### config.mk
export PLATFORM = sky130hd
export DESIGN_NAME = lfu_cache_table
export DESIGN_NICKNAME = d
export VERILOG_FILES = /design/src/rtl/lfu_pkg.sv /design/src/rtl/lfu_entry_ram.sv /design/src/rtl/lfu_rank_cells.sv /design/src/rtl/lfu_cache_table.sv
export SDC_FILE = /design/constraint.sdc
export NUM_CORES = 2
export LEC_CHECK = 0
export ABC_AREA = 1
export BUFFER_PORTS_ARGS = -buffer_cell sky130_fd_sc_hd__buf_2
export CAP_MARGIN = 40
export CORE_MARGIN = 2
export CORE_UTILIZATION = 60
export CTS_CLUSTER_DIAMETER = 80
export DETAILED_ROUTE_END_ITERATION = 16
export PLACE_DENSITY = 0.77
export SLEW_MARGIN = 20
export SYNTH_ARGS = -nofsm -noshare
export SYNTH_HDL_FRONTEND = slang
export SYNTH_SLANG_ARGS = --single-unit
### constraint.sdc
create_clock -name clk -period 10.5 [get_ports clk]
set_clock_uncertainty 0.05 [all_clocks]
set_input_delay 1.05 -clock clk [delete_from_list [all_inputs] [get_ports clk]]
set_output_delay 1.05 -clock clk [all_outputs]
set_load 0.01 [all_outputs]
### src/rtl/lfu_pkg.sv
`timescale 1ns / 1ps

package lfu_pkg;

	localparam int MAX_ENTRIES = 16;
	localparam int IDX_W       = (MAX_ENTRIES > 1) ? $clog2(MAX_ENTRIES) : 1;
	localparam int OCC_W       = $clog2(MAX_ENTRIES + 1);
	localparam int CAP_W       = 5;
	localparam int KEY_W       = 32;
	localparam int VALUE_W     = 32;
	localparam int COUNT_W     = 32;
	localparam int CAP_RESET   = 16;

	localparam logic ACT_GET = 1'b0;
	localparam logic ACT_PUT = 1'b1;

	typedef struct packed {
		logic                      action;
		logic signed [KEY_W-1:0]   key;
		logic signed [VALUE_W-1:0] value;
	} lfu_req_t;

	typedef struct packed {
		logic                      hit;
		logic signed [VALUE_W-1:0] read_value;
		logic                      evicted;
		logic signed [KEY_W-1:0]   evicted_key;
	} lfu_rsp_t;

	typedef struct packed {
		logic [KEY_W-1:0]   key;
		logic [VALUE_W-1:0] value;
		logic [COUNT_W-1:0] count;
	} lfu_entry_t;

	localparam int ENTRY_W = $bits(lfu_entry_t);

	typedef struct packed {
		logic             touch;
		logic [IDX_W-1:0] touch_idx;
		logic [IDX_W-1:0] touch_rank;
		logic             remove;
		logic [IDX_W-1:0] remove_idx;
		logic [IDX_W-1:0] remove_rank;
		logic             insert;
		logic [IDX_W-1:0] insert_idx;
	} lfu_rank_cmd_t;

	typedef enum logic [1:0] {
		ST_IDLE,
		ST_SCAN,
		ST_DRAIN,
		ST_COMMIT
	} lfu_state_t;

endpackage

### src/rtl/lfu_entry_ram.sv
`timescale 1ns / 1ps

module lfu_entry_ram #(
	parameter int DEPTH = 16,
	parameter int WIDTH = 96,
	parameter int AW    = (DEPTH > 1) ? $clog2(DEPTH) : 1
) (
	input  logic             clk,
	input  logic             we,
	input  logic [AW-1:0]    waddr,
	input  logic [WIDTH-1:0] wdata,
	input  logic             re,
	input  logic [AW-1:0]    raddr,
	output logic [WIDTH-1:0] rdata
);

	logic [WIDTH-1:0] mem [DEPTH];

	always_ff @(posedge clk) begin
		if (we) begin
			mem[waddr] <= wdata;
		end
	end

	always_ff @(posedge clk) begin
		if (re) begin
			rdata <= mem[raddr];
		end
	end

endmodule

### src/rtl/lfu_rank_cells.sv
`timescale 1ns / 1ps

module lfu_rank_cells (
	input  logic                         clk,
	input  logic                         arst_n,
	input  logic                         upd,
	input  lfu_pkg::lfu_rank_cmd_t       cmd,
	input  logic [lfu_pkg::IDX_W-1:0]    rd_idx,
	output logic [lfu_pkg::IDX_W-1:0]    rd_rank,
	output logic [lfu_pkg::MAX_ENTRIES-1:0] valid,
	output logic [lfu_pkg::OCC_W-1:0]    occupancy
);

	logic [lfu_pkg::IDX_W-1:0]       rank_q [lfu_pkg::MAX_ENTRIES];
	logic [lfu_pkg::MAX_ENTRIES-1:0] valid_q;
	logic [lfu_pkg::OCC_W-1:0]       occ_q;
	logic [lfu_pkg::OCC_W-1:0]       occ_after_remove;
	logic [lfu_pkg::OCC_W-1:0]       occ_top;

	assign rd_rank   = rank_q[rd_idx];
	assign valid     = valid_q;
	assign occupancy = occ_q;

	assign occ_after_remove = cmd.remove ? (occ_q - lfu_pkg::OCC_W'(1)) : occ_q;
	assign occ_top          = occ_q - lfu_pkg::OCC_W'(1);

	always_ff @(posedge clk or negedge arst_n) begin
		if (!arst_n) begin
			valid_q <= '0;
			occ_q   <= '0;
		end else if (upd) begin
			for (int j = 0; j < lfu_pkg::MAX_ENTRIES; j++) begin
				if (cmd.remove && (cmd.remove_idx == lfu_pkg::IDX_W'(j))) begin
					valid_q[j] <= 1'b0;
				end
				if (cmd.insert && (cmd.insert_idx == lfu_pkg::IDX_W'(j))) begin
					valid_q[j] <= 1'b1;
				end
			end
			if (cmd.insert && !cmd.remove) begin
				occ_q <= occ_q + lfu_pkg::OCC_W'(1);
			end else if (cmd.remove && !cmd.insert) begin
				occ_q <= occ_q - lfu_pkg::OCC_W'(1);
			end
		end
	end

	always_ff @(posedge clk) begin
		if (upd) begin
			for (int j = 0; j < lfu_pkg::MAX_ENTRIES; j++) begin
				if (cmd.insert && (cmd.insert_idx == lfu_pkg::IDX_W'(j))) begin
					rank_q[j] <= occ_after_remove[lfu_pkg::IDX_W-1:0];
				end else if (cmd.touch && (cmd.touch_idx == lfu_pkg::IDX_W'(j))) begin
					rank_q[j] <= occ_top[lfu_pkg::IDX_W-1:0];
				end else if (valid_q[j] &&
					((cmd.touch && (rank_q[j] > cmd.touch_rank)) ||
					 (cmd.remove && (rank_q[j] > cmd.remove_rank)))) begin
					rank_q[j] <= rank_q[j] - lfu_pkg::IDX_W'(1);
				end
			end
		end
	end

endmodule

### src/rtl/lfu_cache_table.sv
`timescale 1ns / 1ps

// Channel   Direction  Handshake            Payload
// req       in         req_valid/req_stall  lfu_req_t (action, key, value)
// rsp       out        rsp_valid/rsp_stall  lfu_rsp_t (hit, read_value, evicted, evicted_key)
// cfg       in         cfg_we               cfg_data (capacity_in_use)
//
// A new request is taken only in the idle state, so transactions never overlap.
// The single read port of the entry memory is swept over all 16 entries, one per
// cycle, followed by a drain state and a commit state that writes back.
// Reset is asynchronous; it clears all valid bits, the occupancy and the FSM.
// A stalled response holds the commit until the output register is free.

module lfu_cache_table (
	input  logic                        clk,
	input  logic                        arst_n,
	input  logic                        req_valid,
	output logic                        req_stall,
	input  lfu_pkg::lfu_req_t           req,
	output logic                        rsp_valid,
	input  logic                        rsp_stall,
	output lfu_pkg::lfu_rsp_t           rsp,
	input  logic                        cfg_we,
	input  logic [lfu_pkg::CAP_W-1:0]   cfg_data
);

	lfu_pkg::lfu_state_t state_q, state_d;

	logic [lfu_pkg::CAP_W-1:0]   cap_q;
	logic [lfu_pkg::OCC_W-1:0]   eff_cap;
	lfu_pkg::lfu_req_t           req_q;
	logic [lfu_pkg::IDX_W-1:0]   addr_q;
	logic                        rd_en;
	logic                        pend_s1;
	logic [lfu_pkg::IDX_W-1:0]   idx_s1;
	logic [lfu_pkg::ENTRY_W-1:0] rd_raw;
	lfu_pkg::lfu_entry_t         rd_ent;

	logic                        found_q;
	logic [lfu_pkg::IDX_W-1:0]   found_idx_q;
	logic [lfu_pkg::IDX_W-1:0]   found_rank_q;
	logic [lfu_pkg::VALUE_W-1:0] found_value_q;
	logic [lfu_pkg::COUNT_W-1:0] found_count_q;

	logic                        vic_have_q;
	logic [lfu_pkg::IDX_W-1:0]   vic_idx_q;
	logic [lfu_pkg::IDX_W-1:0]   vic_rank_q;
	logic [lfu_pkg::KEY_W-1:0]   vic_key_q;
	logic [lfu_pkg::COUNT_W-1:0] vic_count_q;

	logic [lfu_pkg::IDX_W-1:0]       cur_rank;
	logic [lfu_pkg::MAX_ENTRIES-1:0] valid_vec;
	logic [lfu_pkg::OCC_W-1:0]       occ;
	logic                            cur_valid;
	logic                            match;
	logic                            better;

	logic                            accept;
	logic                            commit;
	logic                            is_put;
	logic                            need_evict;
	logic [lfu_pkg::MAX_ENTRIES-1:0] free_vec;
	logic                            slot_ok;
	logic [lfu_pkg::IDX_W-1:0]       slot;
	logic [lfu_pkg::COUNT_W-1:0]     bumped;

	logic                            we;
	logic [lfu_pkg::IDX_W-1:0]       waddr;
	lfu_pkg::lfu_entry_t             wentry;
	lfu_pkg::lfu_rank_cmd_t          cmd;
	lfu_pkg::lfu_rsp_t               rsp_d;
	logic                            rsp_valid_q;
	lfu_pkg::lfu_rsp_t               rsp_q;

	lfu_entry_ram #(
		.DEPTH(lfu_pkg::MAX_ENTRIES),
		.WIDTH(lfu_pkg::ENTRY_W),
		.AW   (lfu_pkg::IDX_W)
	) u_ram (
		.clk  (clk),
		.we   (we),
		.waddr(waddr),
		.wdata(wentry),
		.re   (rd_en),
		.raddr(addr_q),
		.rdata(rd_raw)
	);

	lfu_rank_cells u_cells (
		.clk      (clk),
		.arst_n   (arst_n),
		.upd      (commit),
		.cmd      (cmd),
		.rd_idx   (idx_s1),
		.rd_rank  (cur_rank),
		.valid    (valid_vec),
		.occupancy(occ)
	);

	assign rd_ent = rd_raw;

	always_comb begin
		if (cap_q == '0) begin
			eff_cap = lfu_pkg::OCC_W'(1);
		end else if (cap_q > lfu_pkg::CAP_W'(lfu_pkg::MAX_ENTRIES)) begin
			eff_cap = lfu_pkg::OCC_W'(lfu_pkg::MAX_ENTRIES);
		end else begin
			eff_cap = lfu_pkg::OCC_W'(cap_q);
		end
	end

	always_comb begin
		state_d   = state_q;
		req_stall = 1'b1;
		rd_en     = 1'b0;
		commit    = 1'b0;
		unique case (state_q)
			lfu_pkg::ST_IDLE: begin
				req_stall = 1'b0;
				if (req_valid) begin
					state_d = lfu_pkg::ST_SCAN;
				end
			end
			lfu_pkg::ST_SCAN: begin
				rd_en = 1'b1;
				if (addr_q == lfu_pkg::IDX_W'(lfu_pkg::MAX_ENTRIES - 1)) begin
					state_d = lfu_pkg::ST_DRAIN;
				end
			end
			lfu_pkg::ST_DRAIN: begin
				state_d = lfu_pkg::ST_COMMIT;
			end
			lfu_pkg::ST_COMMIT: begin
				if (!rsp_valid_q || !rsp_stall) begin
					commit  = 1'b1;
					state_d = lfu_pkg::ST_IDLE;
				end
			end
			default: begin
				state_d = lfu_pkg::ST_IDLE;
			end
		endcase
	end

	assign accept = req_valid && !req_stall;

	always_ff @(posedge clk or negedge arst_n) begin
		if (!arst_n) begin
			state_q <= lfu_pkg::ST_IDLE;
			cap_q   <= lfu_pkg::CAP_W'(lfu_pkg::CAP_RESET);
			addr_q  <= '0;
			pend_s1 <= 1'b0;
		end else begin
			state_q <= state_d;
			pend_s1 <= rd_en;
			if (cfg_we) begin
				cap_q <= cfg_data;
			end
			if (accept) begin
				addr_q <= '0;
			end else if (rd_en) begin
				addr_q <= addr_q + lfu_pkg::IDX_W'(1);
			end
		end
	end

	always_ff @(posedge clk) begin
		if (rd_en) begin
			idx_s1 <= addr_q;
		end
		if (accept) begin
			req_q <= req;
		end
	end

	assign cur_valid = pend_s1 && valid_vec[idx_s1];
	assign match     = cur_valid && !found_q && (rd_ent.key == req_q.key);
	assign better    = cur_valid && (!vic_have_q || (rd_ent.count < vic_count_q) ||
		((rd_ent.count == vic_count_q) && (cur_rank < vic_rank_q)));

	always_ff @(posedge clk or negedge arst_n) begin
		if (!arst_n) begin
			found_q    <= 1'b0;
			vic_have_q <= 1'b0;
		end else if (accept) begin
			found_q    <= 1'b0;
			vic_have_q <= 1'b0;
		end else begin
			if (match) begin
				found_q <= 1'b1;
			end
			if (better) begin
				vic_have_q <= 1'b1;
			end
		end
	end

	always_ff @(posedge clk) begin
		if (match) begin
			found_idx_q   <= idx_s1;
			found_rank_q  <= cur_rank;
			found_value_q <= rd_ent.value;
			found_count_q <= rd_ent.count;
		end
		if (better) begin
			vic_idx_q   <= idx_s1;
			vic_rank_q  <= cur_rank;
			vic_key_q   <= rd_ent.key;
			vic_count_q <= rd_ent.count;
		end
	end

	assign is_put     = (req_q.action == lfu_pkg::ACT_PUT);
	assign need_evict = is_put && !found_q && (occ >= eff_cap) && vic_have_q;
	assign bumped     = (&found_count_q) ? found_count_q :
		(found_count_q + lfu_pkg::COUNT_W'(1));

	always_comb begin
		free_vec = ~valid_vec;
		if (need_evict) begin
			free_vec[vic_idx_q] = 1'b1;
		end
		slot_ok = 1'b0;
		slot    = '0;
		for (int j = lfu_pkg::MAX_ENTRIES - 1; j >= 0; j--) begin
			if (free_vec[j]) begin
				slot_ok = 1'b1;
				slot    = lfu_pkg::IDX_W'(j);
			end
		end
	end

	always_comb begin
		cmd             = '0;
		cmd.touch_idx   = found_idx_q;
		cmd.touch_rank  = found_rank_q;
		cmd.remove_idx  = vic_idx_q;
		cmd.remove_rank = vic_rank_q;
		cmd.insert_idx  = slot;
		cmd.touch       = found_q;
		cmd.remove      = need_evict;
		cmd.insert      = is_put && !found_q && slot_ok;

		we           = 1'b0;
		waddr        = slot;
		wentry.key   = req_q.key;
		wentry.value = req_q.value;
		wentry.count = lfu_pkg::COUNT_W'(1);
		if (found_q) begin
			waddr        = found_idx_q;
			wentry.value = is_put ? req_q.value : found_value_q;
			wentry.count = bumped;
			we           = commit;
		end else if (is_put && slot_ok) begin
			we = commit;
		end

		rsp_d.hit         = found_q;
		rsp_d.read_value  = (found_q && !is_put) ? found_value_q : '0;
		rsp_d.evicted     = need_evict;
		rsp_d.evicted_key = need_evict ? vic_key_q : '0;
	end

	always_ff @(posedge clk or negedge arst_n) begin
		if (!arst_n) begin
			rsp_valid_q <= 1'b0;
		end else if (commit) begin
			rsp_valid_q <= 1'b1;
		end else if (!rsp_stall) begin
			rsp_valid_q <= 1'b0;
		end
	end

	always_ff @(posedge clk) begin
		if (commit) begin
			rsp_q <= rsp_d;
		end
	end

	assign rsp_valid = rsp_valid_q;
	assign rsp       = rsp_q;

`ifndef ASSERT_OFF
	a_occ_matches_valid: assert property (@(posedge clk) disable iff (!arst_n)
		$countones(valid_vec) == 32'(occ))
		else $error("Occupancy does not match the number of valid entries.");

	a_occ_bound: assert property (@(posedge clk) disable iff (!arst_n)
		occ <= lfu_pkg::OCC_W'(lfu_pkg::MAX_ENTRIES))
		else $error("Occupancy exceeds the table depth.");

	a_busy_after_accept: assert property (@(posedge clk) disable iff (!arst_n)
		accept |=> req_stall)
		else $error("A new transaction was taken while one was in progress.");

	a_commit_gives_rsp: assert property (@(posedge clk) disable iff (!arst_n)
		commit |=> rsp_valid)
		else $error("A committed transaction produced no response.");

	a_evict_only_full: assert property (@(posedge clk) disable iff (!arst_n)
		(commit && need_evict) |-> (occ >= eff_cap))
		else $error("An eviction happened below capacity.");
`endif

endmodule
==> run summary <==
CTS sink count - 2,015
Netlist cell types - 58
final wirelength - 209,900 microns
maxcap violations - 0
post-synthesis register bit count - 2,015
CTS Hold Bufs - 0
Setup WS pre-CTS - 4.081 ns
crit share post-route - 0.6120
Rel. slew slack - 0.2208
WL/cell - 23.95 microns
DP Cell Count - 8,388
Worst EP arrival - 6.82 ns
remaining antenna violation count after routing - 0
crit path kind - flop to flop
Resized Gates After CTS - 0
final worst slack - 4.074 ns
Port Buffer Count - 142
synthesized netlist cell count - 6,549
Starting Density - 0.6057
Setup TNS Final - 0 ns
r2r startpoint - u_cells.occupancy[0]$_DFFE_PN0P_
Worst path top cell family by delay - buffers and inverters
layout cells sized above 1 - 0.1030
worst-path fanout max - 44
Startpoint Class - flop
Crit. End Element - flop
commonest non-fill, non-tap cell in the layout - edfxtp_1
Worst-path clk slew - 0.06 ns
number of diodes - 0
slowest CP cell - dfrtp_1
WP data required - 10.89 ns
postcts setup bufs - 0
syn_nets - 6,818
run status - completed
mean area per synthesized cell - 13.13 sq um
HP Class - primary input to asynchronous set/reset pin
GR Util All Layers - 0.2843
maximum vdd drop - 290.8 uV
via count - 53.91k
initial antenna violation count - 3
final hold vios - 0
reg-to-reg endpoint - u_ram.mem[15][49]$_DFFE_PP_
Buf+Inv Stages, Crit Path - 9
Final nets - 6,978
Seq/Total Area, Yosys - 0.7013
most frequent cells in the layout - edfxtp_1 (1,975), inv_1 (749), o21ai_0 (672)
GRT overflow - 0
first-pass GRT wire length - 315,200 microns
Tmin final - 6.426 ns
P_leak - 35.46 nW
site row count - 138
# fillers - 9,523
Skew-Pair Late Insertion Delay - 0.83 ns
H-tree Lvls - 4
Routability Congestion - 0.9343
M1 wire length - 83,220 microns
first-pass iteration count of the detailed router - 7
largest net degree at the start of global routing - 228
vias in the first global route - 53.10k
Mapped Area - 85,960 sq um
Reg2Reg Setup Slack - 4.07 ns
CTS Buf Count - 196
Remaining DRCs - 0
Chip Width - 382.5 microns
CTS tree - done
Max clock buf depth - 3
Worst Tran Pin Value - 1.169 ns
routed vias/inst - 6.152
DR top layer - met4
Fmax achieved - 0.1556 GHz
die extent in y - 382.5 microns
fin util - 0.6787
Max stage delay on crit path - 0.79 ns
synth warn - 0
Final setup viols - 0
initial DRC count - 6,454
RSZ-0062 raised after global routing - no
Met2 Wirelength - 101,400 microns
P per Cell Area - 246.0 nW/um^2
area of the die - 146,300 sq um
CTS Root Buffer Type - clkbuf_16
final slew viol count - 0
post-route insts no fill - 8,764
reg2reg path depth - 25
DR WL met3 - 18,250 microns
core area - 141,900 sq um
io pins - 143
Levels on crit path - 25
dpl hpwl - 121,700 microns
post-synthesis to final-layout area growth - 12.06%
[worst max-delay path by stage]
stage | startpoint | end | slack [ns]
after floorplan | cap_q[3]$_DFFE_PN0P_ | u_ram.mem[15][0]$_DFFE_PP_ | 3.27
after global placement | u_cells.occupancy[0]$_DFFE_PN0P_ | u_ram.mem[14][69]$_DFFE_PP_ | 4.10
after detailed placement | u_cells.occupancy[0]$_DFFE_PN0P_ | u_ram.mem[7][47]$_DFFE_PP_ | 4.08
after CTS | u_cells.occupancy[0]$_DFFE_PN0P_ | u_ram.mem[7][48]$_DFFE_PP_ | 4.08
after global routing | u_cells.occupancy[0]$_DFFE_PN0P_ | u_ram.mem[15][53]$_DFFE_PP_ | 3.81
final | u_cells.occupancy[0]$_DFFE_PN0P_ | u_ram.mem[15][49]$_DFFE_PP_ | 4.07
[cells in the mapped netlist (all sizes together)]
master,n,area share
a2111oi,1,0.00010
a211oi,2,0.00017
a21oi,506,0.030
a221o,1,0.00012
a221oi,1,0.00010
a22oi,2,0.00017
a31oi,5,0.00054
a32o,1,0.00012
a32oi,29,0.0030
and2,1,0.000073
buf,63,0.0029
clkbuf,268,0.012
clkinv,1,0.000044
dfrtp,35,0.010
dfstp,1,0.00031
dfxtp,4,0.00093
edfxtp,1975,0.69
ha,194,0.028
inv,774,0.034
mux2i,385,0.045
nand2,532,0.026
nand3,161,0.0097
nand3b,9,0.00079
nand4,31,0.0023
nor2,264,0.012
nor3,46,0.0028
nor4,20,0.0015
o2111ai,3,0.00031
o211ai,390,0.034
o21a,1,0.000087
o21ai,753,0.044
o21bai,3,0.00026
o221ai,8,0.00082
o22ai,6,0.00044
o31ai,1,0.000087
or2,5,0.00036
xnor2,18,0.0018
xor2,49,0.0050
[worst register-to-register path, cell delays in order (launching register included)]
cell and delay [ns]:
dfrtp_1 0.79, inv_1 0.52, ha_1 0.43, inv_1 0.04
nand2_1 0.06, nand3_2 0.09, nand2_4 0.16, nand2_8 0.29
inv_6 0.38, nand2_2 0.16, nor2_1 0.11, inv_1 0.05
nand2_1 0.06, inv_2 0.04, nand2_1 0.06, inv_2 0.05
nand2_4 0.08, nor2_8 0.05, a21oi_4 0.20, nor2_1 0.06
nor2_1 0.21, nand3_1 0.40, nor2_4 0.21, buf_4 0.49
buf_12 0.33, buf_4 0.64
[report_power, final]
part | internal, mW | switching [mW] | total [mW]
logic | 2.02 | 4.24 | 6.26
registers | 9.90 | 0.479 | 10.4
clock network | 4.06 | 2.99 | 7.05
total | 16.0 | 7.71 | 23.7
[through the flow]
| step | instance area (sq um) | hold WS [ns] | power, mW |
|---|---|---|---|
| 6_report | 96330 | 0.1187 | 23.70 |
| 4_1_cts | 96050 | 0.08524 | 23.66 |
| 5_1_grt | 96330 | 0.1052 | 24.67 |
| 2_1_floorplan | 85960 | 0.3503 | 14.57 |
| 3_3_place_gp | 88720 | 0.3517 | 16.33 |
| 3_5_place_dp | 89580 | 0.3559 | 16.63 |
[kinds of logic (layout without fill, tap and decap cells)]
kind of cell	Yosys count	in the layout	share of synthesized area
buffers and inverters	1106	1431	0.04861
AOI/OAI and AO/OA	1713	1713	0.1144
and+or+nand+nor	1069	1069	0.05579
muxes	385	385	0.04483
DFF	2015	2015	0.7013
xor gates and xnor gates	67	67	0.006826
adders and majority gates	194	194	0.02824
[per-layer routing]
metal | track usage | up-vias
met5 | 0 | -
met4 | 0.1032 | 0
met3 | 0.04145 | 431
met2 | 0.4652 | 2650
met1 | 0.3915 | 26550
li1 | - | 24280
[layout make-up]
cell class                      count  area [sq um]  share of cell area
Sequential cell                  2015         60310              0.6260
Multi-Input combinational cell   3428         21680              0.2250
Clock buffer                      234          5100             0.05294
Inverter                          775          2944             0.03056
Timing Repair Buffer              293          2575             0.02673
Tap cell                         1890          2365             0.02455
Clock inverter                    129          1369             0.01421
[registers in the layout, summed over array words and instances (netlist names), 5 cells and up, named ones only]
register / flops
u_ram.mem: 1536
u_ram.rdata: 96
rsp: 66
req_q: 64
u_cells.rank_q: 64
found_count_q: 32
found_value_q: 32
vic_count_q: 32
vic_key_q: 32
u_cells.valid: 16
cap_q: 5
u_cells.occupancy: 5
(Power assumes the default switching activity.)
